## src/rtl/core/pixel_pair_error_metric_top_assert.svh

```systemverilog
// Assertion macros for the pixel pair error metric block.
// Used by pixel_pair_error_metric_top; no other dependencies.
`ifndef PIXEL_PAIR_ERROR_METRIC_TOP_ASSERT_SVH
`define PIXEL_PAIR_ERROR_METRIC_TOP_ASSERT_SVH

// antecedent implies consequent in the same cycle
`define PPEM_ASSERT_IMPL(label, clk, rst_n, ante, cons, msg) \
  label: assert property (@(posedge clk) disable iff (!(rst_n)) (ante) |-> (cons)) \
    else $error(msg);

// invariant checked every cycle
`define PPEM_ASSERT_ALWAYS(label, clk, rst_n, cond, msg) \
  `PPEM_ASSERT_IMPL(label, clk, rst_n, 1'b1, cond, msg)

`endif

```

## src/rtl/core/ppem_pkg.sv

```systemverilog
// Shared types and constants for the pixel pair error metric block.
// No dependencies.
package ppem_pkg;

  localparam int unsigned VALUE_BITS = 63;
  localparam int unsigned FRAC_BITS  = 16;
  localparam int unsigned SEL_BITS   = 3;

  localparam int unsigned QDEPTH    = 4;
  localparam int unsigned QPTR_BITS = 2;
  localparam int unsigned QCNT_BITS = 3;

  typedef logic [SEL_BITS-1:0] metric_sel_t;

  localparam metric_sel_t METRIC_MSE     = 3'd0;
  localparam metric_sel_t METRIC_RMSE    = 3'd1;
  localparam metric_sel_t METRIC_MAE     = 3'd2;
  localparam metric_sel_t METRIC_LINF    = 3'd3;
  localparam metric_sel_t METRIC_L0      = 3'd4;
  localparam metric_sel_t METRIC_L0_FRAC = 3'd5;
  localparam metric_sel_t METRIC_L1      = 3'd6;
  localparam metric_sel_t METRIC_L2      = 3'd7;

  typedef enum logic [3:0] {
    ST_IDLE = 4'b0001,
    ST_DIV  = 4'b0010,
    ST_SQRT = 4'b0100,
    ST_DONE = 4'b1000
  } back_state_e;

  typedef struct packed {
    logic       push;
    logic [1:0] lasts_in_flight;
  } front_stat_t;

  typedef struct packed {
    logic                 empty;
    logic [QCNT_BITS-1:0] count;
  } q_stat_t;

endpackage

```

## src/rtl/core/ppem_in_if.sv

```systemverilog
// Input channel: one pixel pair per item, with last flag.
// No dependencies.
interface ppem_in_if #(
  parameter int unsigned PIXEL_BITS = 16
);
  logic                  valid;
  logic                  ready;
  logic [PIXEL_BITS-1:0] pixel_a;
  logic [PIXEL_BITS-1:0] pixel_b;
  logic                  last_pixel;

  modport source (output valid, pixel_a, pixel_b, last_pixel, input ready);
  modport sink   (input valid, pixel_a, pixel_b, last_pixel, output ready);
endinterface

```

## src/rtl/core/ppem_out_if.sv

```systemverilog
// Output channel: one metric result per item.
// Depends on ppem_pkg.
interface ppem_out_if #(
  parameter int unsigned MAX_COUNT_LOG2 = 24
);
  logic                            valid;
  logic                            ready;
  logic [ppem_pkg::VALUE_BITS-1:0] metric_value;
  logic [MAX_COUNT_LOG2:0]         pixel_count;
  logic                            count_overflow;

  modport source (output valid, metric_value, pixel_count, count_overflow, input ready);
  modport sink   (input valid, metric_value, pixel_count, count_overflow, output ready);
endinterface

```

## src/rtl/core/ppem_front.sv

```systemverilog
// Front end: abs difference, square, and per-image accumulation.
// Pushes an accumulator snapshot on each last pair. Depends on ppem_pkg, ppem_in_if.
module ppem_front #(
  parameter int unsigned PIXEL_BITS     = 16,
  parameter int unsigned MAX_COUNT_LOG2 = 24,
  parameter int unsigned SNAP_W         = 161
) (
  input  logic                  clk_i,
  input  logic                  rst_ni,
  ppem_in_if.sink               pair_i,
  input  ppem_pkg::q_stat_t     q_stat_i,
  output ppem_pkg::front_stat_t stat_o,
  output logic [SNAP_W-1:0]     snap_o
);
  import ppem_pkg::*;

  localparam int unsigned CNTW    = MAX_COUNT_LOG2 + 1;
  localparam int unsigned AW      = PIXEL_BITS + MAX_COUNT_LOG2;
  localparam int unsigned SQ_FULL = 2 * PIXEL_BITS + MAX_COUNT_LOG2;
  localparam int unsigned SQW     = (SQ_FULL > 64) ? 64 : SQ_FULL;
  localparam int unsigned CRW     = QCNT_BITS + 1;

  logic                    accept;
  logic [PIXEL_BITS-1:0]   diff;
  logic [1:0]              lasts;
  logic [CRW-1:0]          credit_used;

  logic                    v1_q, l1_q, v2_q, l2_q;
  logic [PIXEL_BITS-1:0]   d1_q, d2_q;
  logic [2*PIXEL_BITS-1:0] sq2_q;

  logic [CNTW-1:0]         cnt_q, cnt_n, mis_q, mis_n;
  logic [AW-1:0]           abs_q, abs_n;
  logic [SQW-1:0]          sq_q, sq_n;
  logic [SQW:0]            sq_add;
  logic [PIXEL_BITS-1:0]   max_q, max_n;
  logic                    ovf_q, ovf_n;
  logic                    full;

  assign accept = pair_i.valid & pair_i.ready;
  assign diff   = (pair_i.pixel_a >= pair_i.pixel_b) ? pair_i.pixel_a - pair_i.pixel_b
                                                     : pair_i.pixel_b - pair_i.pixel_a;

  // every last pair in flight holds a queue slot
  assign lasts        = {1'b0, v1_q & l1_q} + {1'b0, v2_q & l2_q};
  assign credit_used  = CRW'(q_stat_i.count) + CRW'(lasts);
  assign pair_i.ready = (credit_used < CRW'(QDEPTH));

  always_ff @(posedge clk_i or negedge rst_ni) begin
    if (!rst_ni) begin
      v1_q <= 1'b0;
      l1_q <= 1'b0;
      v2_q <= 1'b0;
      l2_q <= 1'b0;
    end else begin
      v1_q <= accept;
      l1_q <= accept & pair_i.last_pixel;
      v2_q <= v1_q;
      l2_q <= l1_q;
    end
  end

  always_ff @(posedge clk_i) begin
    d1_q  <= diff;
    d2_q  <= d1_q;
    sq2_q <= d1_q * d1_q;
  end

  assign full   = cnt_q[CNTW-1];
  assign sq_add = {1'b0, sq_q} + (SQW+1)'(sq2_q);

  always_comb begin
    cnt_n = cnt_q;
    abs_n = abs_q;
    sq_n  = sq_q;
    max_n = max_q;
    mis_n = mis_q;
    ovf_n = ovf_q | full;
    if (!full) begin
      cnt_n = cnt_q + CNTW'(1);
      abs_n = abs_q + AW'(d2_q);
      sq_n  = sq_add[SQW] ? '1 : sq_add[SQW-1:0];
      if (d2_q > max_q) begin
        max_n = d2_q;
      end
      if (d2_q != '0) begin
        mis_n = mis_q + CNTW'(1);
      end
    end
  end

  always_ff @(posedge clk_i or negedge rst_ni) begin
    if (!rst_ni) begin
      cnt_q <= '0;
      abs_q <= '0;
      sq_q  <= '0;
      max_q <= '0;
      mis_q <= '0;
      ovf_q <= 1'b0;
    end else if (v2_q) begin
      if (l2_q) begin
        cnt_q <= '0;
        abs_q <= '0;
        sq_q  <= '0;
        max_q <= '0;
        mis_q <= '0;
        ovf_q <= 1'b0;
      end else begin
        cnt_q <= cnt_n;
        abs_q <= abs_n;
        sq_q  <= sq_n;
        max_q <= max_n;
        mis_q <= mis_n;
        ovf_q <= ovf_n;
      end
    end
  end

  assign snap_o                 = {cnt_n, abs_n, sq_n, max_n, mis_n, ovf_n};
  assign stat_o.push            = v2_q & l2_q;
  assign stat_o.lasts_in_flight = lasts;

endmodule

```

## src/rtl/core/ppem_queue.sv

```systemverilog
// Short FIFO of per-image accumulator snapshots between front and back.
// Depends on ppem_pkg.
module ppem_queue #(
  parameter int unsigned WIDTH = 161
) (
  input  logic              clk_i,
  input  logic              rst_ni,
  input  logic              push_i,
  input  logic [WIDTH-1:0]  wdata_i,
  input  logic              pop_i,
  output logic [WIDTH-1:0]  rdata_o,
  output ppem_pkg::q_stat_t stat_o
);
  import ppem_pkg::*;

  logic [WIDTH-1:0]     slot_q [QDEPTH];
  logic [QPTR_BITS-1:0] wr_ptr_q, rd_ptr_q;
  logic [QCNT_BITS-1:0] cnt_q;
  logic                 do_pop;

  assign do_pop = pop_i & (cnt_q != '0);

  always_ff @(posedge clk_i or negedge rst_ni) begin
    if (!rst_ni) begin
      wr_ptr_q <= '0;
      rd_ptr_q <= '0;
      cnt_q    <= '0;
    end else begin
      if (push_i) begin
        wr_ptr_q <= wr_ptr_q + QPTR_BITS'(1);
      end
      if (do_pop) begin
        rd_ptr_q <= rd_ptr_q + QPTR_BITS'(1);
      end
      cnt_q <= cnt_q + QCNT_BITS'(push_i) - QCNT_BITS'(do_pop);
    end
  end

  always_ff @(posedge clk_i) begin
    if (push_i) begin
      slot_q[wr_ptr_q] <= wdata_i;
    end
  end

  assign rdata_o      = slot_q[rd_ptr_q];
  assign stat_o.empty = (cnt_q == '0);
  assign stat_o.count = cnt_q;

endmodule

```

## src/rtl/core/ppem_back.sv

```systemverilog
// Back end: per-image metric engine with bit-serial divider and square root,
// plus the output register. Depends on ppem_pkg, ppem_out_if.
module ppem_back #(
  parameter int unsigned PIXEL_BITS     = 16,
  parameter int unsigned MAX_COUNT_LOG2 = 24,
  parameter int unsigned SNAP_W         = 161
) (
  input  logic                  clk_i,
  input  logic                  rst_ni,
  input  ppem_pkg::metric_sel_t sel_i,
  input  ppem_pkg::q_stat_t     q_stat_i,
  input  logic [SNAP_W-1:0]     snap_i,
  output logic                  pop_o,
  ppem_out_if.source            result_o
);
  import ppem_pkg::*;

  localparam int unsigned CNTW    = MAX_COUNT_LOG2 + 1;
  localparam int unsigned AW      = PIXEL_BITS + MAX_COUNT_LOG2;
  localparam int unsigned SQ_FULL = 2 * PIXEL_BITS + MAX_COUNT_LOG2;
  localparam int unsigned SQW     = (SQ_FULL > 64) ? 64 : SQ_FULL;
  localparam int unsigned XW      = SQW + 32 + (SQW % 2);
  localparam int unsigned RW      = XW / 2;
  localparam int unsigned CW      = (XW > 64) ? XW : 64;
  localparam int unsigned STW     = $clog2(XW + 1);

  logic [CNTW-1:0]       s_cnt, s_mis;
  logic [AW-1:0]         s_abs;
  logic [SQW-1:0]        s_sq;
  logic [PIXEL_BITS-1:0] s_max;
  logic                  s_ovf;

  back_state_e       state_q, state_d;
  logic [XW-1:0]     x_q, x_d;
  logic [CNTW-1:0]   n_q, n_d, rem_q, rem_d;
  logic [RW-1:0]     root_q, root_d;
  logic [RW+1:0]     srem_q, srem_d;
  logic [STW-1:0]    step_q, step_d;
  logic              sqrt_q, sqrt_d;
  logic [CNTW-1:0]   rcnt_q, rcnt_d;
  logic              rovf_q, rovf_d;

  logic                  out_valid_q, out_valid_d;
  logic [VALUE_BITS-1:0] out_val_q, out_val_d;
  logic [CNTW-1:0]       out_cnt_q, out_cnt_d;
  logic                  out_ovf_q, out_ovf_d;

  logic [CNTW:0]   rem_sh;
  logic            div_ge;
  logic [RW+3:0]   srem_sh, trial;
  logic            sqrt_ge;
  logic [CW-1:0]   x_ext;
  logic            sat;

  assign {s_cnt, s_abs, s_sq, s_max, s_mis, s_ovf} = snap_i;

  // restoring divide step
  assign rem_sh = {rem_q, x_q[XW-1]};
  assign div_ge = (rem_sh >= {1'b0, n_q});

  // digit-by-digit root step
  assign srem_sh = {srem_q, x_q[XW-1:XW-2]};
  assign trial   = (RW+4)'({root_q, 2'b01});
  assign sqrt_ge = (srem_sh >= trial);

  assign x_ext = CW'(x_q);
  assign sat   = |x_ext[CW-1:VALUE_BITS];

  always_comb begin
    state_d     = state_q;
    x_d         = x_q;
    n_d         = n_q;
    rem_d       = rem_q;
    root_d      = root_q;
    srem_d      = srem_q;
    step_d      = step_q;
    sqrt_d      = sqrt_q;
    rcnt_d      = rcnt_q;
    rovf_d      = rovf_q;
    out_valid_d = out_valid_q & ~result_o.ready;
    out_val_d   = out_val_q;
    out_cnt_d   = out_cnt_q;
    out_ovf_d   = out_ovf_q;
    pop_o       = 1'b0;
    case (state_q)
      ST_IDLE: begin
        if (!q_stat_i.empty) begin
          pop_o  = 1'b1;
          n_d    = s_cnt;
          rcnt_d = s_cnt;
          rovf_d = s_ovf;
          rem_d  = '0;
          root_d = '0;
          srem_d = '0;
          step_d = STW'(XW);
          sqrt_d = 1'b0;
          case (sel_i)
            METRIC_MSE: begin
              x_d     = XW'(s_sq) << FRAC_BITS;
              state_d = ST_DIV;
            end
            METRIC_RMSE: begin
              x_d     = XW'(s_sq) << (2 * FRAC_BITS);
              sqrt_d  = 1'b1;
              state_d = ST_DIV;
            end
            METRIC_MAE: begin
              x_d     = XW'(s_abs) << FRAC_BITS;
              state_d = ST_DIV;
            end
            METRIC_LINF: begin
              x_d     = XW'(s_max) << FRAC_BITS;
              state_d = ST_DONE;
            end
            METRIC_L0: begin
              x_d     = XW'(s_mis) << FRAC_BITS;
              state_d = ST_DONE;
            end
            METRIC_L0_FRAC: begin
              x_d     = XW'(s_mis) << FRAC_BITS;
              state_d = ST_DIV;
            end
            METRIC_L1: begin
              x_d     = XW'(s_abs) << FRAC_BITS;
              state_d = ST_DONE;
            end
            default: begin
              x_d     = XW'(s_sq) << (2 * FRAC_BITS);
              step_d  = STW'(RW);
              state_d = ST_SQRT;
            end
          endcase
          // an empty count gives a zero mean
          if (state_d == ST_DIV && s_cnt == '0) begin
            x_d     = '0;
            state_d = ST_DONE;
          end
        end
      end
      ST_DIV: begin
        rem_d  = div_ge ? CNTW'(rem_sh - {1'b0, n_q}) : CNTW'(rem_sh);
        x_d    = {x_q[XW-2:0], div_ge};
        step_d = step_q - STW'(1);
        if (step_q == STW'(1)) begin
          if (sqrt_q) begin
            step_d  = STW'(RW);
            state_d = ST_SQRT;
          end else begin
            state_d = ST_DONE;
          end
        end
      end
      ST_SQRT: begin
        srem_d = sqrt_ge ? (RW+2)'(srem_sh - trial) : (RW+2)'(srem_sh);
        root_d = {root_q[RW-2:0], sqrt_ge};
        x_d    = x_q << 2;
        step_d = step_q - STW'(1);
        if (step_q == STW'(1)) begin
          x_d     = XW'(root_d);
          state_d = ST_DONE;
        end
      end
      ST_DONE: begin
        if (!out_valid_q || result_o.ready) begin
          out_valid_d = 1'b1;
          out_val_d   = sat ? '1 : x_ext[VALUE_BITS-1:0];
          out_cnt_d   = rcnt_q;
          out_ovf_d   = rovf_q;
          state_d     = ST_IDLE;
        end
      end
      default: begin
        state_d = ST_IDLE;
      end
    endcase
  end

  always_ff @(posedge clk_i or negedge rst_ni) begin
    if (!rst_ni) begin
      state_q     <= ST_IDLE;
      out_valid_q <= 1'b0;
    end else begin
      state_q     <= state_d;
      out_valid_q <= out_valid_d;
    end
  end

  always_ff @(posedge clk_i) begin
    x_q       <= x_d;
    n_q       <= n_d;
    rem_q     <= rem_d;
    root_q    <= root_d;
    srem_q    <= srem_d;
    step_q    <= step_d;
    sqrt_q    <= sqrt_d;
    rcnt_q    <= rcnt_d;
    rovf_q    <= rovf_d;
    out_val_q <= out_val_d;
    out_cnt_q <= out_cnt_d;
    out_ovf_q <= out_ovf_d;
  end

  assign result_o.valid          = out_valid_q;
  assign result_o.metric_value   = out_val_q;
  assign result_o.pixel_count    = out_cnt_q;
  assign result_o.count_overflow = out_ovf_q;

endmodule

```

## src/rtl/core/pixel_pair_error_metric_top.sv

```systemverilog
// Pixel pair error metric, top level. Accepts one pixel pair per cycle, no bubbles
// while the snapshot queue (4 images deep) has room; a last pair is queued once it has
// passed the front's difference and square registers. MSE, MAE and L0 fraction use the
// divider, L2 the square root, RMSE the divider and then the root, the rest neither.
// The engine value is XW bits: square-sum width + 32, rounded up to even (88 at defaults).
// rst_ni (async, active low) clears accumulators, queue, engine and metric select.
`include "pixel_pair_error_metric_top_assert.svh"

module pixel_pair_error_metric_top #(
  parameter int unsigned PIXEL_BITS     = 16,
  parameter int unsigned MAX_COUNT_LOG2 = 24
) (
  input  logic                  clk_i,
  input  logic                  rst_ni,
  input  logic                  cfg_we_i,
  input  ppem_pkg::metric_sel_t cfg_wdata_i,
  ppem_in_if.sink               pair_i,
  ppem_out_if.source            result_o
);
  import ppem_pkg::*;

  localparam int unsigned CNTW    = MAX_COUNT_LOG2 + 1;
  localparam int unsigned AW      = PIXEL_BITS + MAX_COUNT_LOG2;
  localparam int unsigned SQ_FULL = 2 * PIXEL_BITS + MAX_COUNT_LOG2;
  localparam int unsigned SQW     = (SQ_FULL > 64) ? 64 : SQ_FULL;
  localparam int unsigned SNAP_W  = 2 * CNTW + AW + SQW + PIXEL_BITS + 1;

  metric_sel_t       sel_q;
  front_stat_t       f_stat;
  q_stat_t           q_stat;
  logic [SNAP_W-1:0] snap_in, snap_out;
  logic              pop;

  always_ff @(posedge clk_i or negedge rst_ni) begin
    if (!rst_ni) begin
      sel_q <= METRIC_MSE;
    end else if (cfg_we_i) begin
      sel_q <= cfg_wdata_i;
    end
  end

  ppem_front #(
    .PIXEL_BITS     (PIXEL_BITS),
    .MAX_COUNT_LOG2 (MAX_COUNT_LOG2),
    .SNAP_W         (SNAP_W)
  ) u_front (
    .clk_i    (clk_i),
    .rst_ni   (rst_ni),
    .pair_i   (pair_i),
    .q_stat_i (q_stat),
    .stat_o   (f_stat),
    .snap_o   (snap_in)
  );

  ppem_queue #(
    .WIDTH (SNAP_W)
  ) u_queue (
    .clk_i   (clk_i),
    .rst_ni  (rst_ni),
    .push_i  (f_stat.push),
    .wdata_i (snap_in),
    .pop_i   (pop),
    .rdata_o (snap_out),
    .stat_o  (q_stat)
  );

  ppem_back #(
    .PIXEL_BITS     (PIXEL_BITS),
    .MAX_COUNT_LOG2 (MAX_COUNT_LOG2),
    .SNAP_W         (SNAP_W)
  ) u_back (
    .clk_i    (clk_i),
    .rst_ni   (rst_ni),
    .sel_i    (sel_q),
    .q_stat_i (q_stat),
    .snap_i   (snap_out),
    .pop_o    (pop),
    .result_o (result_o)
  );

  `PPEM_ASSERT_ALWAYS(a_queue_credit, clk_i, rst_ni, ({1'b0, q_stat.count} + {2'b00, f_stat.lasts_in_flight}) <= 4'(QDEPTH), "queue credit exceeded")
  `PPEM_ASSERT_IMPL(a_pop_nonempty, clk_i, rst_ni, pop, !q_stat.empty, "pop from empty queue")
  `PPEM_ASSERT_IMPL(a_ovf_count_full, clk_i, rst_ni, result_o.valid && result_o.count_overflow, result_o.pixel_count[MAX_COUNT_LOG2], "overflow without full count")

endmodule
```

## src/flat_wrapper.sv

```systemverilog
// flat-port wrapper written by rule: the top's interface ports become plain ports
module pixel_pair_error_metric_top_flat import ppem_pkg::*;
#(
  parameter int unsigned PIXEL_BITS     = 16,
  parameter int unsigned MAX_COUNT_LOG2 = 24
)
  (clk_i, rst_ni, cfg_we_i, cfg_wdata_i, pair_i_valid, pair_i_pixel_a, pair_i_pixel_b, pair_i_last_pixel, pair_i_ready, result_o_valid, result_o_metric_value, result_o_pixel_count, result_o_count_overflow, result_o_ready);
  ppem_in_if #(.PIXEL_BITS(PIXEL_BITS)) pair_i_i ();
  ppem_out_if #(.MAX_COUNT_LOG2(MAX_COUNT_LOG2)) result_o_i ();
  input  logic clk_i;
  input  logic rst_ni;
  input  logic cfg_we_i;
  input  ppem_pkg::metric_sel_t cfg_wdata_i;
  input wire logic [$bits(pair_i_i.valid)-1:0] pair_i_valid;
  input wire logic [$bits(pair_i_i.pixel_a)-1:0] pair_i_pixel_a;
  input wire logic [$bits(pair_i_i.pixel_b)-1:0] pair_i_pixel_b;
  input wire logic [$bits(pair_i_i.last_pixel)-1:0] pair_i_last_pixel;
  output wire logic [$bits(pair_i_i.ready)-1:0] pair_i_ready;
  output wire logic [$bits(result_o_i.valid)-1:0] result_o_valid;
  output wire logic [$bits(result_o_i.metric_value)-1:0] result_o_metric_value;
  output wire logic [$bits(result_o_i.pixel_count)-1:0] result_o_pixel_count;
  output wire logic [$bits(result_o_i.count_overflow)-1:0] result_o_count_overflow;
  input wire logic [$bits(result_o_i.ready)-1:0] result_o_ready;
  assign pair_i_i.valid = pair_i_valid;
  assign pair_i_i.pixel_a = pair_i_pixel_a;
  assign pair_i_i.pixel_b = pair_i_pixel_b;
  assign pair_i_i.last_pixel = pair_i_last_pixel;
  assign pair_i_ready = pair_i_i.ready;
  assign result_o_valid = result_o_i.valid;
  assign result_o_metric_value = result_o_i.metric_value;
  assign result_o_pixel_count = result_o_i.pixel_count;
  assign result_o_count_overflow = result_o_i.count_overflow;
  assign result_o_i.ready = result_o_ready;
  pixel_pair_error_metric_top #(.PIXEL_BITS(PIXEL_BITS), .MAX_COUNT_LOG2(MAX_COUNT_LOG2)) u_core (.clk_i(clk_i), .rst_ni(rst_ni), .cfg_we_i(cfg_we_i), .cfg_wdata_i(cfg_wdata_i), .pair_i(pair_i_i), .result_o(result_o_i));
endmodule
```

## config.mk

```make
export PLATFORM = sky130hd
export DESIGN_NAME = pixel_pair_error_metric_top_flat
export DESIGN_NICKNAME = d
export VERILOG_FILES = /design/src/rtl/core/ppem_pkg.sv /design/src/rtl/core/ppem_in_if.sv /design/src/rtl/core/ppem_out_if.sv /design/src/rtl/core/ppem_front.sv /design/src/rtl/core/ppem_queue.sv /design/src/rtl/core/ppem_back.sv /design/src/rtl/core/pixel_pair_error_metric_top.sv /design/src/flat_wrapper.sv
export VERILOG_INCLUDE_DIRS = /design/src /design/src/rtl/core
export SDC_FILE = /design/constraint.sdc
export NUM_CORES = 2
export LEC_CHECK = 0
export BUFFER_PORTS_ARGS = -buffer_cell sky130_fd_sc_hd__buf_2
export CAP_MARGIN = 0
export CELL_PAD_IN_SITES_DETAIL_PLACEMENT = 0
export CELL_PAD_IN_SITES_GLOBAL_PLACEMENT = 2
export CORE_MARGIN = 4
export CORE_UTILIZATION = 39
export CTS_CLUSTER_DIAMETER = 30
export DETAILED_ROUTE_END_ITERATION = 16
export PLACE_DENSITY = 0.83
export SLEW_MARGIN = 20
export SYNTH_ARGS = -nofsm -noshare
export SYNTH_HDL_FRONTEND = slang
export SYNTH_HIERARCHICAL = 1
export SYNTH_SLANG_ARGS = --single-unit
```

## constraint.sdc

```tcl
create_clock -name clk_i -period 9.75 [get_ports clk_i]
set_clock_uncertainty 0.15 [all_clocks]
set_input_delay 1.4625 -clock clk_i [delete_from_list [all_inputs] [get_ports clk_i]]
set_output_delay 1.4625 -clock clk_i [all_outputs]
set_load 0.03 [all_outputs]
```

# After elaboration in Yosys (flattened, before gate mapping)
# Memories as Yosys holds them, arrays and structs flattened.
# Cells that the tools add are included.
[word_totals]
regBits = 572
ram_bits = 652
input_bits = 41
wordCells = 150
n_memories = 1
[classes]
n_addsub = 15
n_mul = 1
magnitude_cmp = 5
n_eq_ne = 16
mux = 50
n_bitwise = 9
reduce_logical = 23
[memory_table]
columns = ["name", "depth", "word_bits", "read_ports", "rd_ports_with_merged_regs", "write_ports", "line", "rtl"]
rows = [
  ["u_core.u_queue.slot_q", 4, 163, 1, 0, 1, "ppem_queue.sv:16", "logic [WIDTH-1:0] slot_q [QDEPTH];"],
]
[op_table]
columns = ["operator", "n"]
rows = [
  ["88-bit one-hot mux with 4 select lines", 1],
  ["88-bit two-way mux", 3],
  ["88-bit one-hot mux with 3 select lines", 1],
  ["25-bit two-way mux", 7],
  ["56-bit two-way mux", 3],
  ["46-bit two-way mux", 2],
  ["46-bit one-hot mux with 2 select lines", 1],
  ["44-bit one-hot mux with 2 select lines", 1],
  ["40-bit two-way mux", 2],
  ["16-bit two-way mux", 4],
  ["56-bit by 32-bit adder with 57-bit output", 1],
  ["25-bit by 1-bit adder with 25-bit output (second input constant)", 2],
  ["25-bit one-hot mux with 2 select lines", 1],
  ["48-bit by 46-bit greater-or-equal comparator with 1-bit output", 1],
  ["46-bit subtractor", 1],
  ["44-bit two-way mux", 1],
  ["40-bit by 16-bit adder with 40-bit output", 1],
  ["16-bit by 16-bit multiplier with 32-bit output", 1],
  ["4-bit two-way mux", 8],
  ["16-bit subtractor", 2],
  ["7-bit two-way mux", 4],
  ["26-bit by 25-bit greater-or-equal comparator with 1-bit output", 1],
  ["25-bit zero test", 1],
  ["25-bit OR reduction", 1],
  ["other kinds (39)", 68],
]

# Logic depth before layout (Yosys ltp)
[depth]
word_depth = 10
depth_mapped = 26

# Modules after synthesis
# The synthesis kept the hierarchy.
[modules_own_cells]
columns = ["module", "n_inst", "cells_each", "area_each_um2", "seq_area_each_um2"]
rows = [
  ["ppem_queue", 1, 887, 24039.3, 19753.9],
  ["ppem_front", 1, 2622, 22883.2, 5420.2],
  ["ppem_back", 1, 1911, 19159.6, 9915.8],
  ["pixel_pair_error_metric_top", 1, 6, 108.9, 75.1],
]

# Worst setup path after synthesis
# No wires, ideal clock.
[synth_timing]
kind = "reg2reg"
from = "register u_core.u_front.d1_q[4]"
to = "register u_core.u_front.sq2_q[30]"
setup_time_ns = 0.123
arrival_ns = 6.059
path_slack_ns = 3.418
path_stages_with_launch = 24
path_buffers = 3
synth_period_minus_slack_ns = 6.332
path_cell_list = "dfxtp_1 clkbuf_1 clkbuf_1 nand2_1 fa_1 inv_1 fa_1 fa_1 fa_1 fa_1 inv_1 fa_1 inv_1 ha_1 clkbuf_1 a21o_1 a21oi_1 o211ai_1 a31o_1 nand2_1 a21oi_1 a211oi_1 a21oi_1 xor2_1"
[synth_via]
elab_chain_cells = 1
[synth_rtl]
columns = ["item", "line", "rtl"]
rows = [
  ["start: declaration", "ppem_front.sv:29", "logic [PIXEL_BITS-1:0] d1_q, d2_q;"],
  ["start signal: assignment", "ppem_front.sv:64", "d1_q <= diff;"],
  ["16-bit by 16-bit multiplier with 32-bit output", "ppem_front.sv:66", "sq2_q <= d1_q * d1_q;"],
  ["end signal: assignment", "ppem_front.sv:66", ""],
  ["end: declaration", "ppem_front.sv:30", "logic [2*PIXEL_BITS-1:0] sq2_q;"],
]
# No other way between the ends.
# A chain may end at the register's enable or synchronous reset.

# Worst setup path after layout
[layout_timing]
from = "register u_core.u_front.d1_q[3]"
to = "register u_core.u_front.sq2_q[30]"
# Same word-level chain as after synthesis.

==> flow_summary.yaml <==
floorplan:
  core_mm2: 0.168
  ios: 132
  die_h_um: 420
  rows: 150
  die_w_um: 420
  initial_core_util_pct: 39.4
  die_area_mm2: 0.176
synthesis:
  ys_seq_elements: 1222
  ys.flop_type: "edfxtp_1"
  async_reset_ff_share_pct: 14.9
  synth.avg_cell_area_um2: 12.2
  ys_top_cells_by_area: "edfxtp_1 (44%), dfrtp_1 (6.8%), mux4_2 (5.5%)"
  yosysWarningCount: 6
  synthCells: 5426
  synth.top_cell.area_share_pct: 44.4
  synth_edf_count: 978
  synth_top_area_cell: "edfxtp_1"
  synth_fp_nets: 5914
  netlist_area_mm2: 0.0662
  seq_area_frac_synth_pct: 53.1
  synth_cell_types: 113
timing:
  fmax_ghz: 0.145
  period_share_pct: 70.9
  period_needed_ns: 6.91
  setup_viol: 0
  hold_violations: 0
  max_slew.worst_pin.slew_ns: 1.16
  slew_headroom_pct: 22.8
  tns_ns: 0
  rsz0062_at_grt: "false"
  fin_hold_ws_ns: 0.228
  final_max_slew_viol_count: 0
critical_path:
  r2r_start: "u_core/u_front/d1_q[3]"
  start_kind: "register"
  cp-end-kind: "register"
  cp.arrival_ns: 7.49
  required_ns: 10.33
  cp-endpoint: "u_core/u_front/sq2_q[30]"
  timing.rr.end: "u_core/u_front/sq2_q[30]"
  reg2reg_slack_ns: 2.84
  path_max_fanout: 16
  timing_worst_setup_path_type: "register to register"
  r2r.worst_path.cells: 23
  startpoint: "u_core/u_front/d1_q[3]"
detailed_routing:
  ant_nets: 0
  drc: 0
  drt_first_iter_violations: 3391
  wl_per_cell_um: 20.7
  routed_wl_mm: 166
  avgViaCountPerCell: 5.43
  vias: 43500
  firstDrtPassIters: 6
clock_tree:
  clkTransAtPathRegs_ns: 0.05
  hold_buffers: 0
  htreeDepth: 5
  cts_tree: "yes"
  clk_latency_ns: 0.91
  clock_sinks: 1222
  cts-resized-gates: 0
  cts_buffer_depth: 4
  cts_setup_buffers: 0
  cts-root-buf: "clkbuf_16"
  cts_buffers: 285
final_layout:
  syn2layout_area_growth_pct: 17.7
  fin_nets: 6095
  final_util_pct: 46.4
  layout-drive-gt1-share_pct: 15.6
  fillers: 14900
outcome:
  status: "finished clean"
place:
  port_buffers: 131
  gp_congestion: 0.833
  place_hpwl_mm: 111
grt:
  grt_overflow_total: 0
  grt_max_degree: 124
  antenna_found_initial: 2
  track_usage_pct: 18.8
  grt_pass1_wl_mm: 259
  first_global_vias: 44500
worst_hold_path:
  min_path_type: "register to register"
job:
  drv_cap: 0
==> registers in the layout, summed over array words and instances, names as in the netlist, 15 cells and up <==
name and cells:
u_core/u_back/rcnt_q 25, u_core/u_back/rem_q 25, u_core/u_back/result_o.metric_value 63, u_core/u_back/result_o.pixel_count 25, u_core/u_back/root_q 44, u_core/u_back/srem_q 46
u_core/u_back/x_ext 88, u_core/u_front/abs_q 40, u_core/u_front/cnt_q 25, u_core/u_front/d1_q 16, u_core/u_front/d2_q 15, u_core/u_front/max_q 16
u_core/u_front/mis_q 25, u_core/u_front/sq2_q 31, u_core/u_front/sq_q 56, u_core/u_queue/slot_q 652
==> placed cells by master (no fill, tap or decap), drive strengths merged, types with 83 or more instances in the layout <==
cell type  instances
inv              534
dfrtp            181
ha               278
mux4             163
fa               169
edfxtp           978
nor2             380
nand2            397
a21oi            278
buf              187
clkbuf           332
a21o              83
clkinv            86
nand3             91
a22oi             88
xnor2            162
o21ai            225
==> worst min-delay path by stage <==
stage	start	end	slack, ns	cells after the start
after floorplan	u_core/u_front/d1_q[14]	u_core/u_front/d2_q[14]	0.18	0
after global placement	u_core/u_front/l1_q	u_core/u_front/l2_q	0.21	0
after detailed placement	u_core/u_front/l1_q	u_core/u_front/l2_q	0.22	0
after CTS	u_core/u_front/l1_q	u_core/u_front/l2_q	0.23	0
after global routing	u_core/u_front/l1_q	u_core/u_front/l2_q	0.24	0
final	u_core/u_front/l1_q	u_core/u_front/l2_q	0.23	0
==> area by class of cell <==
cell class                      count  area (um2)  area share [%]
Antenna cell                        1        2.50         0.00321
Clock buffer                      331        7520            9.66
Clock inverter                    168        1650            2.12
Inverter                          504        1900            2.43
Multi-Input combinational cell   3406       27800            35.7
Sequential cell                  1222       35200            45.1
Tap cell                         2204        2760            3.54
Timing Repair Buffer              188        1130            1.46
==> per-stage QoR <==
stage | cells | setup slack (ns) | area (um2)
3_3_place_gp | 7521 | 2.74 | 68700
3_5_place_dp | 7524 | 2.77 | 68700
5_1_grt | 8024 | 2.42 | 77900
4_1_cts | 8023 | 2.77 | 77900
2_1_floorplan | 5426 | 3.42 | 66200
6_report | 8024 | 2.84 | 77900
==> layer usage <==
layer | track usage (%) | up-vias | wire (um) | part of all wire (%)
met5 | 0 | - | 0 | 0
met4 | 5.42 | 0 | 3620 | 2.2
met3 | 3.43 | 246 | 8810 | 5.3
met2 | 30.4 | 1177 | 78400 | 47
met1 | 25.9 | 21800 | 75500 | 45
li1 | - | 20300 | - | -
==> critical path, cell delays in order, from the launching register on <==
cell and delay [ns]:
dfxtp_1 0.75, inv_1 0.27, nor2_1 0.27, ha_1 0.31
xor2_1 0.19, fa_1 0.49, inv_1 0.06, fa_1 0.52
fa_1 0.45, fa_1 0.55, inv_1 0.05, fa_1 0.52
inv_1 0.04, ha_1 0.37, a21o_1 0.18, a21o_1 0.16
a21oi_1 0.15, o211ai_1 0.20, a31o_1 0.30, nand2_1 0.09
a21oi_1 0.08, a211oi_1 0.34, a21oi_1 0.14, xor2_1 0.15
==> synthesized netlist by cell type (all sizes together), types with 18 or more instances <==
library cell / count
a31oi: 30
a22o: 29
nor2b: 63
and4: 18
mux2i: 74
o21a: 25
inv: 503
xnor2: 162
a21oi: 278
nor2: 380
a22oi: 88
edfxtp: 978
mux2: 43
clkbuf: 211
o32ai: 25
a21o: 83
o2bb2ai: 56
or3: 78
nor4: 21
a221oi: 26
nand3: 91
buf: 83
xor2: 78
nand4: 54
and2: 70
mux4: 163
ha: 278
o21bai: 23
nand2: 397
fa: 169
dfrtp: 181
dfxtp: 62
nand2b: 29
nor3: 63
a211oi: 30
o21ai: 225
o221ai: 34
and3: 40
==> kinds of logic (layout without fill, tap and decap cells) <==
logic type               count (synthesis)  in the layout  share of synthesized area, %
XOR/XNOR                               240            240                          3.18
multiplexers                           280            280                          7.40
adder cells (fa/ha/maj)                447            447                          10.4
other                                    0              1                             0
flip-flops                            1222           1222                          53.1
buffers and inverters                  798           1191                          5.02
AO/OA/AOI/OAI                         1091           1091                          11.1
AND/OR/NAND/NOR                       1348           1348                          9.78
Power is not shown: default switching activity piles up to over one toggle a cycle in this logic, so the estimate is an artifact.
